--- config.mk ---
export PLATFORM = sky130hd
export DESIGN_NAME = address_resolution_table_aging_unit
export DESIGN_NICKNAME = d
export VERILOG_FILES = /design/src/sv/arta_pkg.sv /design/src/sv/arta_ram.sv /design/src/sv/arta_ctrl.sv /design/src/sv/arta_dp.sv /design/src/sv/address_resolution_table_aging_unit.sv
export VERILOG_INCLUDE_DIRS = /design/src /design/src/sv
export SDC_FILE = /design/constraint.sdc
export NUM_CORES = 2
export LEC_CHECK = 0
export BUFFER_PORTS_ARGS = -buffer_cell sky130_fd_sc_hd__buf_4
export CAP_MARGIN = 20
export CELL_PAD_IN_SITES_DETAIL_PLACEMENT = 0
export CELL_PAD_IN_SITES_GLOBAL_PLACEMENT = 1
export CORE_ASPECT_RATIO = 0.75
export CORE_UTILIZATION = 53
export CTS_BUF_LIST = sky130_fd_sc_hd__clkbuf_4 sky130_fd_sc_hd__clkbuf_8
export DETAILED_ROUTE_END_ITERATION = 10
export PLACE_DENSITY = 0.77
export SLEW_MARGIN = 20
export SYNTH_ARGS = -nofsm -noshare
export SYNTH_HDL_FRONTEND = slang
export SYNTH_SLANG_ARGS = --single-unit
export TNS_END_PERCENT = 50
--- constraint.sdc ---
create_clock -name clk -period 6.07 [get_ports clk]
set_input_delay 0.3035 -clock clk [delete_from_list [all_inputs] [get_ports clk]]
set_output_delay 0.3035 -clock clk [all_outputs]
set_load 0.1 [all_outputs]
--- src/sv/assert_macros.svh ---
// assertion macros for the rtl files
`ifndef ASSERT_MACROS_SVH
`define ASSERT_MACROS_SVH

// same-cycle implication, checked on clk and quiet during reset
`define ARTA_ASSERT_IMP(name, ante, cons, msg) \
  name: assert property (@(posedge clk) disable iff (!rst_n) (ante) |-> (cons)) \
    else $error(msg);

// next-cycle implication, checked on clk and quiet during reset
`define ARTA_ASSERT_NXT(name, ante, cons, msg) \
  name: assert property (@(posedge clk) disable iff (!rst_n) (ante) |=> (cons)) \
    else $error(msg);

`endif

--- src/sv/arta_pkg.sv ---
// types and constants shared by the address resolution table blocks
`timescale 1ns / 1ps

package arta_pkg;

  localparam logic [1:0] OP_LOOKUP = 2'd0;
  localparam logic [1:0] OP_INSERT = 2'd1;
  localparam logic [1:0] OP_TICK   = 2'd2;

  localparam logic [15:0] TIMEOUT_RST = 16'd15;

  typedef struct packed {
    logic [1:0]  opcode;
    logic [31:0] ip_addr;
    logic [47:0] mac_addr;
  } in_item_t;

  typedef struct packed {
    logic        hit;
    logic [47:0] mac_out;
  } out_item_t;

  // one table entry as stored in memory
  typedef struct packed {
    logic [31:0] ip;
    logic [47:0] mac;
    logic [31:0] stamp;
  } entry_t;

  // controller to datapath
  typedef struct packed {
    logic load;
    logic time_inc;
    logic scan_en;
    logic do_write;
  } cmd_t;

  // datapath to controller
  typedef struct packed {
    logic eval_last;
  } sts_t;

endpackage

--- src/sv/arta_ram.sv ---
// generic single-port-write ram with registered read
`timescale 1ns / 1ps

module arta_ram #(
  parameter int unsigned WIDTH = 8,
  parameter int unsigned DEPTH = 32
) (
  input  logic                     clk,
  input  logic                     wr_en,
  input  logic [$clog2(DEPTH)-1:0] wr_addr,
  input  logic [WIDTH-1:0]         wr_data,
  input  logic                     rd_en,
  input  logic [$clog2(DEPTH)-1:0] rd_addr,
  output logic [WIDTH-1:0]         rd_data
);

  logic [WIDTH-1:0] mem [DEPTH];
  logic [WIDTH-1:0] rd_data_r;

  always_ff @(posedge clk) begin
    if (wr_en) begin
      mem[wr_addr] <= wr_data;
    end
    if (rd_en) begin
      rd_data_r <= mem[rd_addr];
    end
  end

  assign rd_data = rd_data_r;

endmodule

--- src/sv/arta_ctrl.sv ---
// controller state machine sequencing load, table scan, write and result
`timescale 1ns / 1ps

module arta_ctrl import arta_pkg::*; (
  input  logic       clk,
  input  logic       rst_n,
  input  logic       start,
  input  logic [1:0] opcode,
  input  sts_t       sts,
  output cmd_t       cmd,
  output logic       busy,
  output logic       out_valid
);

  localparam logic [1:0] ST_IDLE  = 2'd0;
  localparam logic [1:0] ST_SCAN  = 2'd1;
  localparam logic [1:0] ST_WRITE = 2'd2;
  localparam logic [1:0] ST_DONE  = 2'd3;

  logic [1:0] state_r, state_nxt;
  logic [1:0] op_r, op_nxt;
  logic       load;

  assign load = (state_r == ST_IDLE) && start;

  always_comb begin
    state_nxt = state_r;
    op_nxt    = op_r;
    case (state_r)
      ST_IDLE: begin
        if (start) begin
          op_nxt = opcode;
          if (opcode inside {OP_LOOKUP, OP_INSERT, OP_TICK}) begin
            state_nxt = ST_SCAN;
          end else begin
            state_nxt = ST_DONE;
          end
        end
      end
      ST_SCAN: begin
        if (sts.eval_last) begin
          state_nxt = (op_r == OP_INSERT) ? ST_WRITE : ST_DONE;
        end
      end
      ST_WRITE: state_nxt = ST_DONE;
      ST_DONE:  state_nxt = ST_IDLE;
      default:  state_nxt = ST_IDLE;
    endcase
  end

  always_ff @(posedge clk) begin
    if (!rst_n) begin
      state_r <= ST_IDLE;
      op_r    <= OP_LOOKUP;
    end else begin
      state_r <= state_nxt;
      op_r    <= op_nxt;
    end
  end

  always_comb begin
    cmd.load     = load;
    cmd.time_inc = load && (opcode == OP_TICK);
    cmd.scan_en  = (state_r == ST_SCAN);
    cmd.do_write = (state_r == ST_WRITE);
  end

  assign busy      = (state_r != ST_IDLE);
  assign out_valid = (state_r == ST_DONE);

endmodule

--- src/sv/arta_dp.sv ---
// datapath: entry memory, valid bits, clock counter, scan and compare logic
`timescale 1ns / 1ps

module arta_dp import arta_pkg::*; #(
  parameter int unsigned N = 32
) (
  input  logic        clk,
  input  logic        rst_n,
  input  in_item_t    in_item,
  input  logic        cfg_we,
  input  logic [15:0] cfg_data,
  input  cmd_t        cmd,
  output sts_t        sts,
  output out_item_t   out_item
);

  localparam int unsigned IW = $clog2(N);
  localparam int unsigned CW = $clog2(N + 1);

  in_item_t    item_r;
  logic [15:0] timeout_r;
  logic [31:0] time_r;
  logic [N-1:0] vld_r;
  logic [CW-1:0] cnt_r;
  logic          eval_vld_r;
  logic [IW-1:0] eval_idx_r;
  logic          hit_r;
  logic [47:0]   mac_r;
  logic          found_r;
  logic [IW-1:0] slot_r;
  logic          free_found_r;
  logic [IW-1:0] free_r;

  logic          issue;
  entry_t        rd_ent;
  entry_t        wr_ent;
  logic [IW-1:0] wslot;
  logic          ent_vld;
  logic          match;
  logic          expire;
  logic [31:0]   age;

  assign issue = cmd.scan_en && (cnt_r < CW'(N));
  assign wslot = found_r ? slot_r : (free_found_r ? free_r : '0);
  assign wr_ent = '{ip: item_r.ip_addr, mac: item_r.mac_addr, stamp: time_r};

  arta_ram #(
    .WIDTH($bits(entry_t)),
    .DEPTH(N)
  ) u_tbl (
    .clk     (clk),
    .wr_en   (cmd.do_write),
    .wr_addr (wslot),
    .wr_data (wr_ent),
    .rd_en   (issue),
    .rd_addr (cnt_r[IW-1:0]),
    .rd_data (rd_ent)
  );

  // evaluate the entry read in the previous cycle
  assign ent_vld = vld_r[eval_idx_r];
  assign match   = eval_vld_r && ent_vld && (rd_ent.ip == item_r.ip_addr);
  assign age     = time_r - rd_ent.stamp;
  assign expire  = eval_vld_r && ent_vld && (age > {16'd0, timeout_r});

  assign sts.eval_last = eval_vld_r && (eval_idx_r == IW'(N - 1));

  always_ff @(posedge clk) begin
    if (!rst_n) begin
      timeout_r  <= TIMEOUT_RST;
      time_r     <= '0;
      vld_r      <= '0;
      cnt_r      <= '0;
      eval_vld_r <= 1'b0;
    end else begin
      if (cfg_we) begin
        timeout_r <= cfg_data;
      end
      if (cmd.time_inc) begin
        time_r <= time_r + 32'd1;
      end
      if (cmd.load) begin
        cnt_r <= '0;
      end else if (issue) begin
        cnt_r <= cnt_r + CW'(1);
      end
      eval_vld_r <= issue;
      if (cmd.do_write) begin
        vld_r[wslot] <= 1'b1;
      end else if (expire && (item_r.opcode == OP_TICK)) begin
        vld_r[eval_idx_r] <= 1'b0;
      end
    end
  end

  // item capture and scan results
  always_ff @(posedge clk) begin
    if (issue) begin
      eval_idx_r <= cnt_r[IW-1:0];
    end
    if (cmd.load) begin
      item_r       <= in_item;
      hit_r        <= 1'b0;
      mac_r        <= '0;
      found_r      <= 1'b0;
      free_found_r <= 1'b0;
      slot_r       <= '0;
      free_r       <= '0;
    end else if (eval_vld_r) begin
      if (match && !found_r) begin
        found_r <= 1'b1;
        slot_r  <= eval_idx_r;
        if (item_r.opcode == OP_LOOKUP) begin
          hit_r <= 1'b1;
          mac_r <= rd_ent.mac;
        end
      end
      if (!ent_vld && !free_found_r) begin
        free_found_r <= 1'b1;
        free_r       <= eval_idx_r;
      end
    end
  end

  assign out_item = '{hit: hit_r, mac_out: mac_r};

endmodule

--- src/sv/address_resolution_table_aging_unit.sv ---
// top level of the ipv4 to mac address resolution table with aging
`timescale 1ns / 1ps
`include "assert_macros.svh"

// Address resolution table with aging. Holds TABLE_ENTRIES ipv4-to-mac
// entries in one entry memory plus a valid bit per entry in flip-flops,
// cleared at once by reset, so there is no clearing pass. An item is taken
// when start is high and busy is low; exactly one result follows, shown on
// out_item for a single cycle with out_valid high. The receiver cannot
// stall: sample the result in that cycle. A lookup, insert and tick each
// walk the whole table one entry per cycle through the memory read port;
// an insert then passes a further write state for the memory write, and
// an unused opcode goes straight to the result. busy stays high until the
// result, so the next item is taken only after it. Insert and tick items
// return hit=0 and mac_out=0. The timeout register is written through
// cfg_valid/cfg_ready/cfg_data and should be changed only while idle.
module address_resolution_table_aging_unit import arta_pkg::*; #(
  parameter int unsigned TABLE_ENTRIES = 32
) (
  input  logic        clk,
  input  logic        rst_n,
  // item channel
  input  logic        start,
  output logic        busy,
  input  in_item_t    in_item,
  // result channel
  output logic        out_valid,
  output out_item_t   out_item,
  // timeout register write
  input  logic        cfg_valid,
  output logic        cfg_ready,
  input  logic [15:0] cfg_data
);

  cmd_t cmd;
  sts_t sts;

  // register writes are always taken
  assign cfg_ready = 1'b1;

  // sequencing: idle, scan, optional write, result strobe
  arta_ctrl u_ctrl (
    .clk       (clk),
    .rst_n     (rst_n),
    .start     (start),
    .opcode    (in_item.opcode),
    .sts       (sts),
    .cmd       (cmd),
    .busy      (busy),
    .out_valid (out_valid)
  );

  // table storage, compare, aging and result registers
  arta_dp #(
    .N(TABLE_ENTRIES)
  ) u_dp (
    .clk      (clk),
    .rst_n    (rst_n),
    .in_item  (in_item),
    .cfg_we   (cfg_valid && cfg_ready),
    .cfg_data (cfg_data),
    .cmd      (cmd),
    .sts      (sts),
    .out_item (out_item)
  );

  // result strobe lasts one cycle
  `ARTA_ASSERT_NXT(a_strobe_single, out_valid, !out_valid, "result strobe held too long")
  // a result only appears while an item is in flight
  `ARTA_ASSERT_IMP(a_strobe_busy, out_valid, busy, "result strobe while idle")
  // a taken item makes the block busy
  `ARTA_ASSERT_NXT(a_accept_busy, start && !busy, busy, "item taken but not busy")
  // a miss carries a zero mac
  `ARTA_ASSERT_IMP(a_miss_zero, out_valid && !out_item.hit, out_item.mac_out == 48'd0, "miss with nonzero mac")

endmodule
==> metrics.txt <==
outcome=finished, final reports clean; leading cell type in the layout, fill and taps excluded=sky130_fd_sc_hd__edfxtp_1; final-report hold violation count=0; post-CTS resize count=0; setup repair after global routing missed its margin=no; final routed wirelength across all metal layers=366000 µm; maximum number of pins on one net before global-route repair=103; IR drop worst, VDD=0.278 mV; max frequency=199 MHz; number of standard cells after synthesis=6393; final-layout worst hold slack=0.0870 ns; transition time at the pin with the least slew margin=1.17 ns; I/O pin count=154; Tot GR Track Use=25.6%; global route overflow=0; portion of the clock cycle consumed by the worst path in the final layout=82.8%; number of placement rows=168; post-route ant nets=0; Setup crit start kind=flip-flop; Clock Tree Buf Depth=4; relative slew slack=22.1%; clock slew seen by the registers of the worst setup and hold paths=0.07 ns; maxcap violations=0; crit path kind=flip-flop to flip-flop; clk_lat worst skew=1.06 ns; Tightest Hold Check Type=input port to flip-flop; clock tree root buffer cell=sky130_fd_sc_hd__clkbuf_8; placed instance count=10200; CTS sink cnt=3935; Die Y-Extent=463 µm; number of enable flip-flop cells after synthesis=3783; power per cell area=354 mW/mm²; Synth Area per Inst=23.5 µm²; half-perimeter wire length of the detailed placement result=172000 µm; commonest non-fill, non-tap cells in the layout=sky130_fd_sc_hd__edfxtp_1 (3783), sky130_fd_sc_hd__mux4_2 (1128), sky130_fd_sc_hd__clkbuf_8 (615); final worst slack=1.04 ns; flip-flop and latch count after synthesis=3935; CTS buffer count=584; Max H-tree Level=6; setup bufs post-CTS=0; number of different library cells in the post-synthesis netlist=61; share of async-settable or async-resettable flops after synthesis=0%; net count after synthesis=6550; non-filler cells in the finished layout=11400; synthesized area=0.150 mm²; Pwr Total=60.5 mW; proportion of synthesized chip area in sequential cells=77.7%; First DRT Iteration DRCs=10100; hold buffer count at cts=215; first drt pass iteration count=7; data arrival time at the worst-slack endpoint=5.96 ns; Min-Delay Path Depth=2; number of pins with negative max-slew slack in the final report=0; number of nets in the layout=7381; average routed wire per standard cell=32.1 µm; count of final setup violators=0; via count=72500; # DRC=0; most instantiated flip-flop cell in the synthesis netlist=sky130_fd_sc_hd__edfxtp_1; first-pass GRT wire length=522000 µm; starting density of the core=53.5%; setup total negative slack=0 ns; port buffer count=152; Yosys warning total=0; total die area=0.286 mm²; clock tree from TritonCTS=built; fraction of layout instances using a drive strength above 1=33.0%; critical path peak fanout=18; Clock Skew=0.0514 ns; routed vias/inst=6.36; worst setup timing slack at the placement stage=1.22 ns; Req. time, crit path=7.01 ns; number of antenna violations at the first check in global routing=7; width of the die=617 µm; core area=0.281 mm²; worst reg-to-reg path cell count=18; leakage power of the design=53.7 nW; crit path time final=5.03 ns; element type at the critical path end=flip-flop; routability congestion estimate from global placement=0.836; via count of the first global-routing pass=73100; area grow syn2layout=13.8%
## power breakdown
part           leakage (nW)  total (mW)  switching [mW]  internal, mW
clock                  5.85        20.9            9.94          10.9
sequential             36.2        32.5            1.05          31.4
combinational          11.7        7.14            3.57          3.58
## through the flow
| stage | cell area [µm²] | utilization, % |
|---|---|---|
| floorplan | 150000 | - |
| global placement | 157000 | 56.1 |
| detailed placement | 158000 | 56.1 |
| CTS | 171000 | 60.9 |
| global route | 171000 | 60.9 |
| finish | 171000 | 60.9 |
## Yosys cell counts (all sizes together) (12+ instances only)
library cell	n	area share [%]
nor2b	24	0.10
nand2	92	0.23
nand4	20	0.083
buf	53	0.14
and2	27	0.11
clkbuf	255	0.64
mux4	1128	17
ha	54	0.45
edfxtp	3783	76
nor3	13	0.043
nand3	39	0.13
xor2	46	0.27
o21ai	52	0.17
o22ai	14	0.058
o211ai	12	0.060
mux2i	75	0.50
a21oi	59	0.20
dfxtp	152	2.0
xnor2	38	0.22
inv	67	0.17
nor2	155	0.39
mux2	113	0.85
## per-layer routing
metal / track usage (%) / part of all wire (%)
met1: 39.0 / 42
met5: 0 / 0.0030
met2: 39.0 / 47
met3: 4.50 / 9.8
met4: 6.25 / 2.1
## path summary, 6_finish.rpt
kind	startpoint	end	slack, ns
min	in_item[28]	u_dp.item_r[28]$_DFFE_PP_	0.09
max reg2reg	u_dp.u_tbl.rd_data[0]$_DFFE_PP_	u_dp.vld_r[0]$_SDFFE_PN0P_	1.04
min reg2reg	u_ctrl.op_r[1]$_SDFFE_PN0P_	u_ctrl.op_r[1]$_SDFFE_PN0P_	0.46
max	u_dp.u_tbl.rd_data[0]$_DFFE_PP_	u_dp.vld_r[0]$_SDFFE_PN0P_	1.04
## flip-flops by register name (all words and copies together), names as in the netlist
signal              flops
u_dp.mac_r             48
u_dp.hit_r              1
u_dp.free_found_r       1
u_dp.u_tbl.rd_data    112
u_dp.u_tbl.mem       3584
u_dp.eval_idx_r         5
u_dp.slot_r             5
u_dp.vld_r             32
u_dp.eval_vld_r         1
u_dp.timeout_r         16
u_dp.found_r            1
u_dp.item_r            82
u_ctrl.state_r          2
u_ctrl.op_r             2
u_dp.time_r            32
u_dp.free_r             5
u_dp.cnt_r              6
## critical path: stages (launching register included)
cell                        delay (ns)
sky130_fd_sc_hd__edfxtp_1         0.39
sky130_fd_sc_hd__ha_1             0.24
sky130_fd_sc_hd__fa_1             0.40
sky130_fd_sc_hd__nand2b_1         0.18
sky130_fd_sc_hd__a21oi_1          0.24
sky130_fd_sc_hd__o211ai_1         0.17
sky130_fd_sc_hd__a211oi_1         0.45
sky130_fd_sc_hd__nor2_1           0.13
sky130_fd_sc_hd__xnor2_1          0.15
sky130_fd_sc_hd__ha_1             0.27
sky130_fd_sc_hd__nand4_1          0.12
sky130_fd_sc_hd__nor3_1           0.24
sky130_fd_sc_hd__nand4_1          0.17
sky130_fd_sc_hd__a2111oi_0        0.51
sky130_fd_sc_hd__nand4_1          0.21
sky130_fd_sc_hd__nor4_4           0.36
sky130_fd_sc_hd__buf_4            0.30
sky130_fd_sc_hd__nor2_1           0.18
sky130_fd_sc_hd__a31oi_1          0.21
## logic make-up (layout without fill, tap and decap cells)
group                    Yosys count  in the layout  share of synthesized area (%)
AO/OA/AOI/OAI                    200            200                          0.818
XOR/XNOR                          84             84                          0.490
adder cells (fa/ha/maj)           55             55                          0.463
buffers and inverters            375           1640                          0.946
flip-flops                      3935           3935                           77.7
multiplexers                    1316           1316                           18.3
other                              1              6                        0.00250
AND/OR/NAND/NOR                  427            427                           1.36
## final cells by class
cell class	instances	area (µm²)
sequential	3935	117000
fill	19100	110000
multi-input combinational	2083	32400
clock buffer	796	9820
timing repair buffer	553	5690
tap	3740	4680
clock inverter	224	1330
inverter	67	259
antenna	5	12.5
(Power assumes the default switching activity.)
